### src/rtl/pwc_pkg.sv
// shared types and constants for the prefix word completion block
// no dependencies
`default_nettype none
package pwc_pkg;
    localparam int MAX_WORDS_DEF    = 64;
    localparam int MAX_WORD_LEN_DEF = 16;

    localparam logic [1:0] MODE_TEXT  = 2'd0;
    localparam logic [1:0] MODE_QUERY = 2'd1;
    localparam logic [1:0] MODE_CLEAR = 2'd2;

    localparam logic [7:0] CH_COMMA = 8'h2C;
    localparam logic [7:0] CH_DOT   = 8'h2E;
    localparam logic [7:0] CH_SPACE = 8'h20;

    localparam logic [15:0] COUNT_MAX = 16'hFFFF;

    // controller to datapath commands
    typedef struct packed {
        logic take_char;     // append char to pending word or query
        logic clear_all;     // empty table, pending word and query
        logic scan_init;     // reset scan pointer and best tracker
        logic scan_step;     // compare current slot and advance
        logic close_apply;   // commit result of a close scan
        logic emit_init;     // point emit counter at first char
        logic emit_step;     // advance emit counter
        logic query_done;    // drop the query after a search
    } pwc_cmd_t;

    // datapath to controller status
    typedef struct packed {
        logic scan_done;     // scan pointer has passed the last word
        logic pending_empty; // no pending text characters
        logic have_best;     // search found a match
        logic emit_last;     // current emit char is the final one
    } pwc_stat_t;

    function automatic logic is_sep(input logic [7:0] c);
        return (c == CH_COMMA) || (c == CH_DOT) || (c == CH_SPACE);
    endfunction
endpackage
`default_nettype wire

### src/rtl/pwc_ctrl.sv
// controller state machine for the prefix word completion block
// depends on pwc_pkg
`default_nettype none
module pwc_ctrl (
    input  wire logic clk,
    input  wire logic rst_n,
    input  wire logic start,
    input  wire logic [1:0] mode,
    input  wire logic [7:0] char_in,
    input  wire logic query_end,
    input  wire pwc_pkg::pwc_stat_t stat,
    output      pwc_pkg::pwc_cmd_t  cmd,
    output      logic busy,
    output      logic valid,
    output      logic run_last,
    output      logic found
);
    import pwc_pkg::*;

    localparam logic [2:0] S_IDLE  = 3'd0;
    localparam logic [2:0] S_CSCAN = 3'd1;
    localparam logic [2:0] S_CAPP  = 3'd2;
    localparam logic [2:0] S_QSCAN = 3'd3;
    localparam logic [2:0] S_EINIT = 3'd4;
    localparam logic [2:0] S_EMIT  = 3'd5;

    logic [2:0] state_reg, state_next;

    always_comb
    begin
        cmd        = '0;
        state_next = state_reg;
        valid      = 1'b0;
        run_last   = 1'b0;
        found      = 1'b0;
        unique case (state_reg)
            S_IDLE:
            begin
                if (start)
                begin
                    unique case (mode)
                        MODE_TEXT:
                        begin
                            if (is_sep(char_in))
                            begin
                                if (!stat.pending_empty)
                                begin
                                    cmd.scan_init = 1'b1;
                                    state_next    = S_CSCAN;
                                end
                            end
                            else
                                cmd.take_char = 1'b1;
                        end
                        MODE_QUERY:
                        begin
                            cmd.take_char = 1'b1;
                            if (query_end)
                            begin
                                cmd.scan_init = 1'b1;
                                state_next    = S_QSCAN;
                            end
                        end
                        MODE_CLEAR: cmd.clear_all = 1'b1;
                        default: ;
                    endcase
                end
            end
            S_CSCAN:
            begin
                cmd.scan_step = 1'b1;
                if (stat.scan_done)
                    state_next = S_CAPP;
            end
            S_CAPP:
            begin
                cmd.close_apply = 1'b1;
                state_next      = S_IDLE;
            end
            S_QSCAN:
            begin
                cmd.scan_step = 1'b1;
                if (stat.scan_done)
                begin
                    cmd.query_done = 1'b1;
                    state_next     = S_EINIT;
                end
            end
            S_EINIT:
            begin
                cmd.emit_init = 1'b1;
                state_next    = S_EMIT;
            end
            S_EMIT:
            begin
                valid = 1'b1;
                found = stat.have_best;
                run_last = !stat.have_best || stat.emit_last;
                cmd.emit_step = 1'b1;
                if (run_last)
                    state_next = S_IDLE;
            end
            default: state_next = S_IDLE;
        endcase
    end

    always_ff @(posedge clk or negedge rst_n)
    begin
        if (!rst_n)
            state_reg <= S_IDLE;
        else
            state_reg <= state_next;
    end

    assign busy = (state_reg != S_IDLE);
endmodule
`default_nettype wire

### config.mk
export PLATFORM = sky130hd
export DESIGN_NAME = pwc_ctrl
export DESIGN_NICKNAME = d
export VERILOG_FILES = /design/src/rtl/pwc_pkg.sv /design/src/rtl/pwc_ctrl.sv
export SDC_FILE = /design/constraint.sdc
export NUM_CORES = 1
export LEC_CHECK = 0
export BUFFER_PORTS_ARGS = -buffer_cell sky130_fd_sc_hd__buf_2
export CORE_AREA = 2 2 39 41
export CTS_CLUSTER_DIAMETER = 80
export DETAILED_ROUTE_END_ITERATION = 8
export DIE_AREA = 0 0 41 43
export GPL_TIMING_DRIVEN = 1
export MAX_ROUTING_LAYER = met4
export PLACE_DENSITY = 0.54
export SYNTH_ARGS = -nofsm -noshare
export SYNTH_HDL_FRONTEND = slang
export SYNTH_SLANG_ARGS = --single-unit
### constraint.sdc
create_clock -name clk -period 1.8 [get_ports clk]
set_input_delay 0.18 -clock clk [delete_from_list [all_inputs] [get_ports clk]]
set_output_delay 0.18 -clock clk [all_outputs]
set_load 0.05 [all_outputs]
* Yosys cells after proc, flatten, opt, wreduce, memory -nomap -nowiden
Index checks and enable logic that the tools add are counted.
Word-level totals: flip-flop bits (word level) 3, memories kept 0, bits in read-only memories 0, bits in latches 0, RAM bits 0, logic and storage cells 54
Cells by class: shift operators 0, reduce and logical (&&, ||, !) cells 9, multiplexer cells 26, bitwise logic cells 0, eq/ne operators 18, $mul 0, $add $sub $neg 0, order comparisons 0, divide/modulo/power cells 0
Operators with widths (count):
- two-way mux 3 bit | 9
- == test 8 x 6 -> 1 bit, second input constant | 3
- one-hot mux 3 bit (5 select lines) | 1
- two-way mux 1 bit | 13
- inequality test 3 bit, second input constant | 3
- inequality test 2 bit, second input constant | 4
- AND reduction 8 bit | 1
- == test 3 x 2 -> 1 bit, second input constant | 2
- == test 3 bit, second input constant | 2
- one-hot mux 3 bit (2 select lines) | 1
- one-hot mux 1 bit (2 select lines) | 2
- == test 3 x 1 -> 1 bit, second input constant | 1
- zero test 3 bit | 1
- logical OR 1 bit | 3
- inequality test 3 x 1 -> 1 bit, second input constant | 1
- nonzero test 3 bit | 1
- == test 2 x 1 -> 1 bit, second input constant | 1
- == test 2 bit, second input constant | 1
- zero test 2 bit | 1
- OR reduction 2 bit | 1
- zero test 1 bit | 1

* Longest topological paths before layout
depth after elaboration 7, mapped depth 4, mapped depth without buffers 4

* Worst setup path after synthesis
OpenSTA, ideal clock, no wires.
path kind register -> output, start register state_reg[1], end output port cmd[7] (netlist name), setup slack -0.612 ns, data required time 1.620 ns, data arrival time 2.232 ns, path buffers 0, cell stages (with the launch flop) 3, cell sequence dfrtp_1 or4b_4 a311oi_1
RTL lines:
- from (decl) | RTL line pwc_ctrl.sv:27 | logic [2:0] state_reg, state_next;
- from (signal assigned) | RTL line pwc_ctrl.sv:112 | state_reg <= state_next;
- to (decl) | RTL line pwc_ctrl.sv:12 | output pwc_pkg::pwc_cmd_t cmd,

==> run summary <==
TritonCTS built the clock tree. In the final layout, the multi-input gates occupy 230 sq um. The critical path class was register to primary output.

Sorting the synthesized cells by how often they occur yields 3 x sky130_fd_sc_hd__dfrtp_1, 2 x sky130_fd_sc_hd__and3_1, 2 x sky130_fd_sc_hd__nand3b_1, 2 x sky130_fd_sc_hd__nor2_1, 2 x sky130_fd_sc_hd__nor3b_1. The count of maximum capacitance violations is 0. STA classifies the critical path startpoint as a register.

Clock latency on the worst-skew pair, taken at its later pin, is 0.24 ns. Dividing the detail-routed via count by the number of cells gives 4.56. In this run the static leakage power is 0.302 nW. Between clock sinks in the finished design, the worst skew comes to 0.00319 ns.

The post-CTS clock slew at the launch and capture registers of the worst setup and hold paths is 0.04 ns. The count of flip-flops with a built-in enable after synthesis was 0. The fraction of layout instances using a drive strength above 1 is 0.643, and the sequential area share after synthesis is 0.259. The data arrival at the endpoint of the critical path came out at 1.60 ns.

The share of total power in the clock network was 0.155; the maximum number of pins on one net before global-route repair was 11. After routing, the total negative slack on setup checks comes to 0 ns. The max-slew violation count came out at 0. Fill cells in the final layout number 161.

The headroom to the max-slew limit was 0.682; the synthesized cell area was 290 sq um. Counting every net in the synthesized netlist gives 53. The reg-to-reg startpoint is state_reg[0]$_DFFE_PN0P_. The number of placed instances, taps included, is 81. Detailed placement ended at an HPWL of 704 microns. The worst hold path depth was 3. For flop-to-flop paths, the worst setup slack is 0.40 ns. The total power after layout is 0.000779 W.

The logs give 860 microns for the overall routed net length and 0.000365 W for the internal power contribution. The buffers inserted during post-CTS setup optimization was 0. For the remaining number of nets flagged by the antenna check after routing, the log shows 0. For this run, the slowest stage of the critical path takes 0.55 ns.

The finished layout holds 86 standard cells, fillers aside. Timing would allow up to 561 MHz. Initial core utilization: 0.210. Across all layers, the routed design uses 392 vias. The startpoint identified for the worst hold timing path is stat[3]. The initial antenna violation count was 0; the floorplan die width was 41 microns. The number of placement rows came out at 14. In this run the worst hold path is classified as primary input to register. In the synthesized netlist the dominant register cell turns out to be sky130_fd_sc_hd__dfrtp_1. The switching power summed over all nets is 0.000414 W, and the final estimated routing congestion in global placement is 0.685.

The number of global-route vias before repair was 339; the final setup slack of the worst path was 0.0172 ns. In this run the standard cell core region covers 1380 sq um. At the pin with the least slew margin, the transition time is 0.471 ns.

The library cell occupying the most area in the post-synthesis netlist is sky130_fd_sc_hd__dfrtp_1. Setup repair after global routing could not meet its margin everywhere. The critical path capture point type is a primary output. The root buffer cell chosen for the clock tree is sky130_fd_sc_hd__clkbuf_4.

The number of hold violations in the final report came out at 0. The worst hold endpoint was state_reg[1]$_DFFE_PN0P_. Buffers placed on the I/O ports in this run total 29. The vertical die dimension works out to 43 microns. The share of the clock period used by the worst path is 0.990, and the worst setup slack after placement is 0.129 ns. For the finished layout, the period the worst path requires is 1.78 ns. The repair_antennas step left the layout with diodes totalling 0. The number of cells on the worst reg-to-reg path is 3. The tools report the warning count from the yosys run as 0. In the final routed layout, each cell accounts on average for 10.0 microns.

The number of flip-flops in the largest register was 3; the violation count after the first detailed-route iteration was 7. The relative area change from synthesis to final layout was 88.8%; the combinational cell fraction of total power was 0.701. The maximum ir drop on the vdd rail was 0.000709 V. The worst register-to-register path ends at state_reg[1]$_DFFE_PN0P_.

The clock net in this run drives a total of 3 sinks. The share of synthesized registers carrying an async set or reset works out to 1.00. The maximum buffer depth of the clock tree is 2, and the switching share of power is 0.531.

Global routing finished with a remaining overflow of 0. The synthesized netlist contains 29 unique library cells. By area the synthesized netlist is led by sky130_fd_sc_hd__dfrtp_1 26%, sky130_fd_sc_hd__nand3b_1 5.2%, sky130_fd_sc_hd__nor3b_1 5.2%. The area of the die is 1760 sq um, and the number of setup violations in the final report is 0.

In this run the mean area of a mapped cell was 8.29 sq um. Synthesis handed over a netlist of 35 instances. The largest driver fanout on the critical path was 4; the post-detailed-route DRC marker count was 0. The first-pass GRT wire length came out at 1360 microns.

The slowest library cell on the worst path was sky130_fd_sc_hd__or4b_4. In this run, synthesis produced a sequential element count of 3. The sequential cells in the finished layout cover a total of 75.1 sq um.

The global-route usage over all layers was 0.118. Among all cell types in the netlist, the one instantiated most often is sky130_fd_sc_hd__dfrtp_1. In the final design database the tool counted 89 nets. The area fraction of the dominant cell type after synthesis works out to 0.259. The maximum level of the CTS H-tree is 1.

For the worst setup path, the data required time is 1.62 ns. The pre-antenna-repair detailed-routing pass consisted of 3 iterations. The I/O pin count came out at 30. The sequential cell fraction of total power is 0.144. In this run the power density over the cells is 1420 nW/um^2. For the TritonCTS buffer count, the log shows 3. The flow ran to the end, and the final reports show no timing, DRC or antenna violations. The critical path goes through or4b_4 > a311oi_2 > buf_6.
power by group through the flow:
stage	Sequential, W	Clock, W	Combinational [W]
6_report	0.000112	0.000121	0.000546
5_1_grt	0.000115	0.000137	0.000580
4_1_cts	0.000112	0.000128	0.000536
3_5_place_dp	0.000113	0	0.000521
3_3_place_gp	0.000113	0	0.000523
2_1_floorplan	0.000118	0	0.000381
worst max path at each step:
| stage | startpoint | endpoint | slack (ns) | cells past startpoint |
|---|---|---|---|---|
| 2_1_floorplan | state_reg[1]$_DFFE_PN0P_ | cmd[7] | -0.15 | 2 |
| 3_3_place_gp | state_reg[1]$_DFFE_PN0P_ | cmd[7] | 0.15 | 3 |
| 3_5_place_dp | state_reg[1]$_DFFE_PN0P_ | cmd[7] | 0.13 | 3 |
| 4_1_cts | state_reg[0]$_DFFE_PN0P_ | cmd[7] | -0.005 | 3 |
| 5_1_grt | state_reg[0]$_DFFE_PN0P_ | cmd[7] | -0.06 | 3 |
| 6_report | state_reg[0]$_DFFE_PN0P_ | cmd[7] | 0.02 | 3 |
per-layer routing:
| metal | global-route usage | routed length, microns |
|---|---|---|
| met5 | - | 0 |
| met1 | 0.159 | 352 |
| met2 | 0.144 | 371 |
| met4 | 0.0200 | 0 |
| met3 | 0.0838 | 135 |
logic make-up after synthesis:
| kind of cell | share of synthesized area |
|---|---|
| simple gates | 0.517 |
| compound gates | 0.172 |
| flops | 0.259 |
| buf+inv | 0.0517 |
through the flow:
step	hold slack, ns	instance area, sq um	util
CTS	0.248	541	0.391
detailed placement	-0.0218	493	0.356
global route	0.259	548	0.396
floorplan	-0.116	317	-
global placement	-0.0218	493	0.356
finish	0.257	548	0.396
cells in the final DEF (no fill, tap or decap), types with 2 or more instances in the layout:
cell | Yosys | routed
sky130_fd_sc_hd__buf_2 | 0 | 26
sky130_fd_sc_hd__buf_4 | 1 | 4
sky130_fd_sc_hd__clkbuf_4 | 0 | 3
sky130_fd_sc_hd__dfrtp_1 | 3 | 3
sky130_fd_sc_hd__nand3b_1 | 2 | 2
sky130_fd_sc_hd__and3_1 | 2 | 2
sky130_fd_sc_hd__buf_6 | 0 | 2
what timing repair did:
| item | in CTS | in global routing |
|---|---|---|
| endpoints found under the hold margin | 3 | 0 |
| resized for setup | 4 | 2 |
| endpoints found under the setup margin | 3 | 2 |
| pin swaps | 2 | 0 |
| hold buffers | 1 | 0 |
cell type report:
type                            instances  share of cell area
Tap cell                               16              0.0365
Multi-Input combinational cell         29               0.420
Inverter                                1             0.00685
Clock buffer                            4              0.0479
Timing Repair Buffer                   33               0.352
Sequential cell                         3               0.137
critical path, delay by kind of cell (launching register included):
| kind | cells | cell delay (ns) |
|---|---|---|
| AND/OR/NAND/NOR | 1 | 0.55 |
| flip-flops | 1 | 0.38 |
| AO/OA/AOI/OAI | 1 | 0.24 |
| buffers and inverters | 1 | 0.20 |
Power figures use the tool's default switching activity.
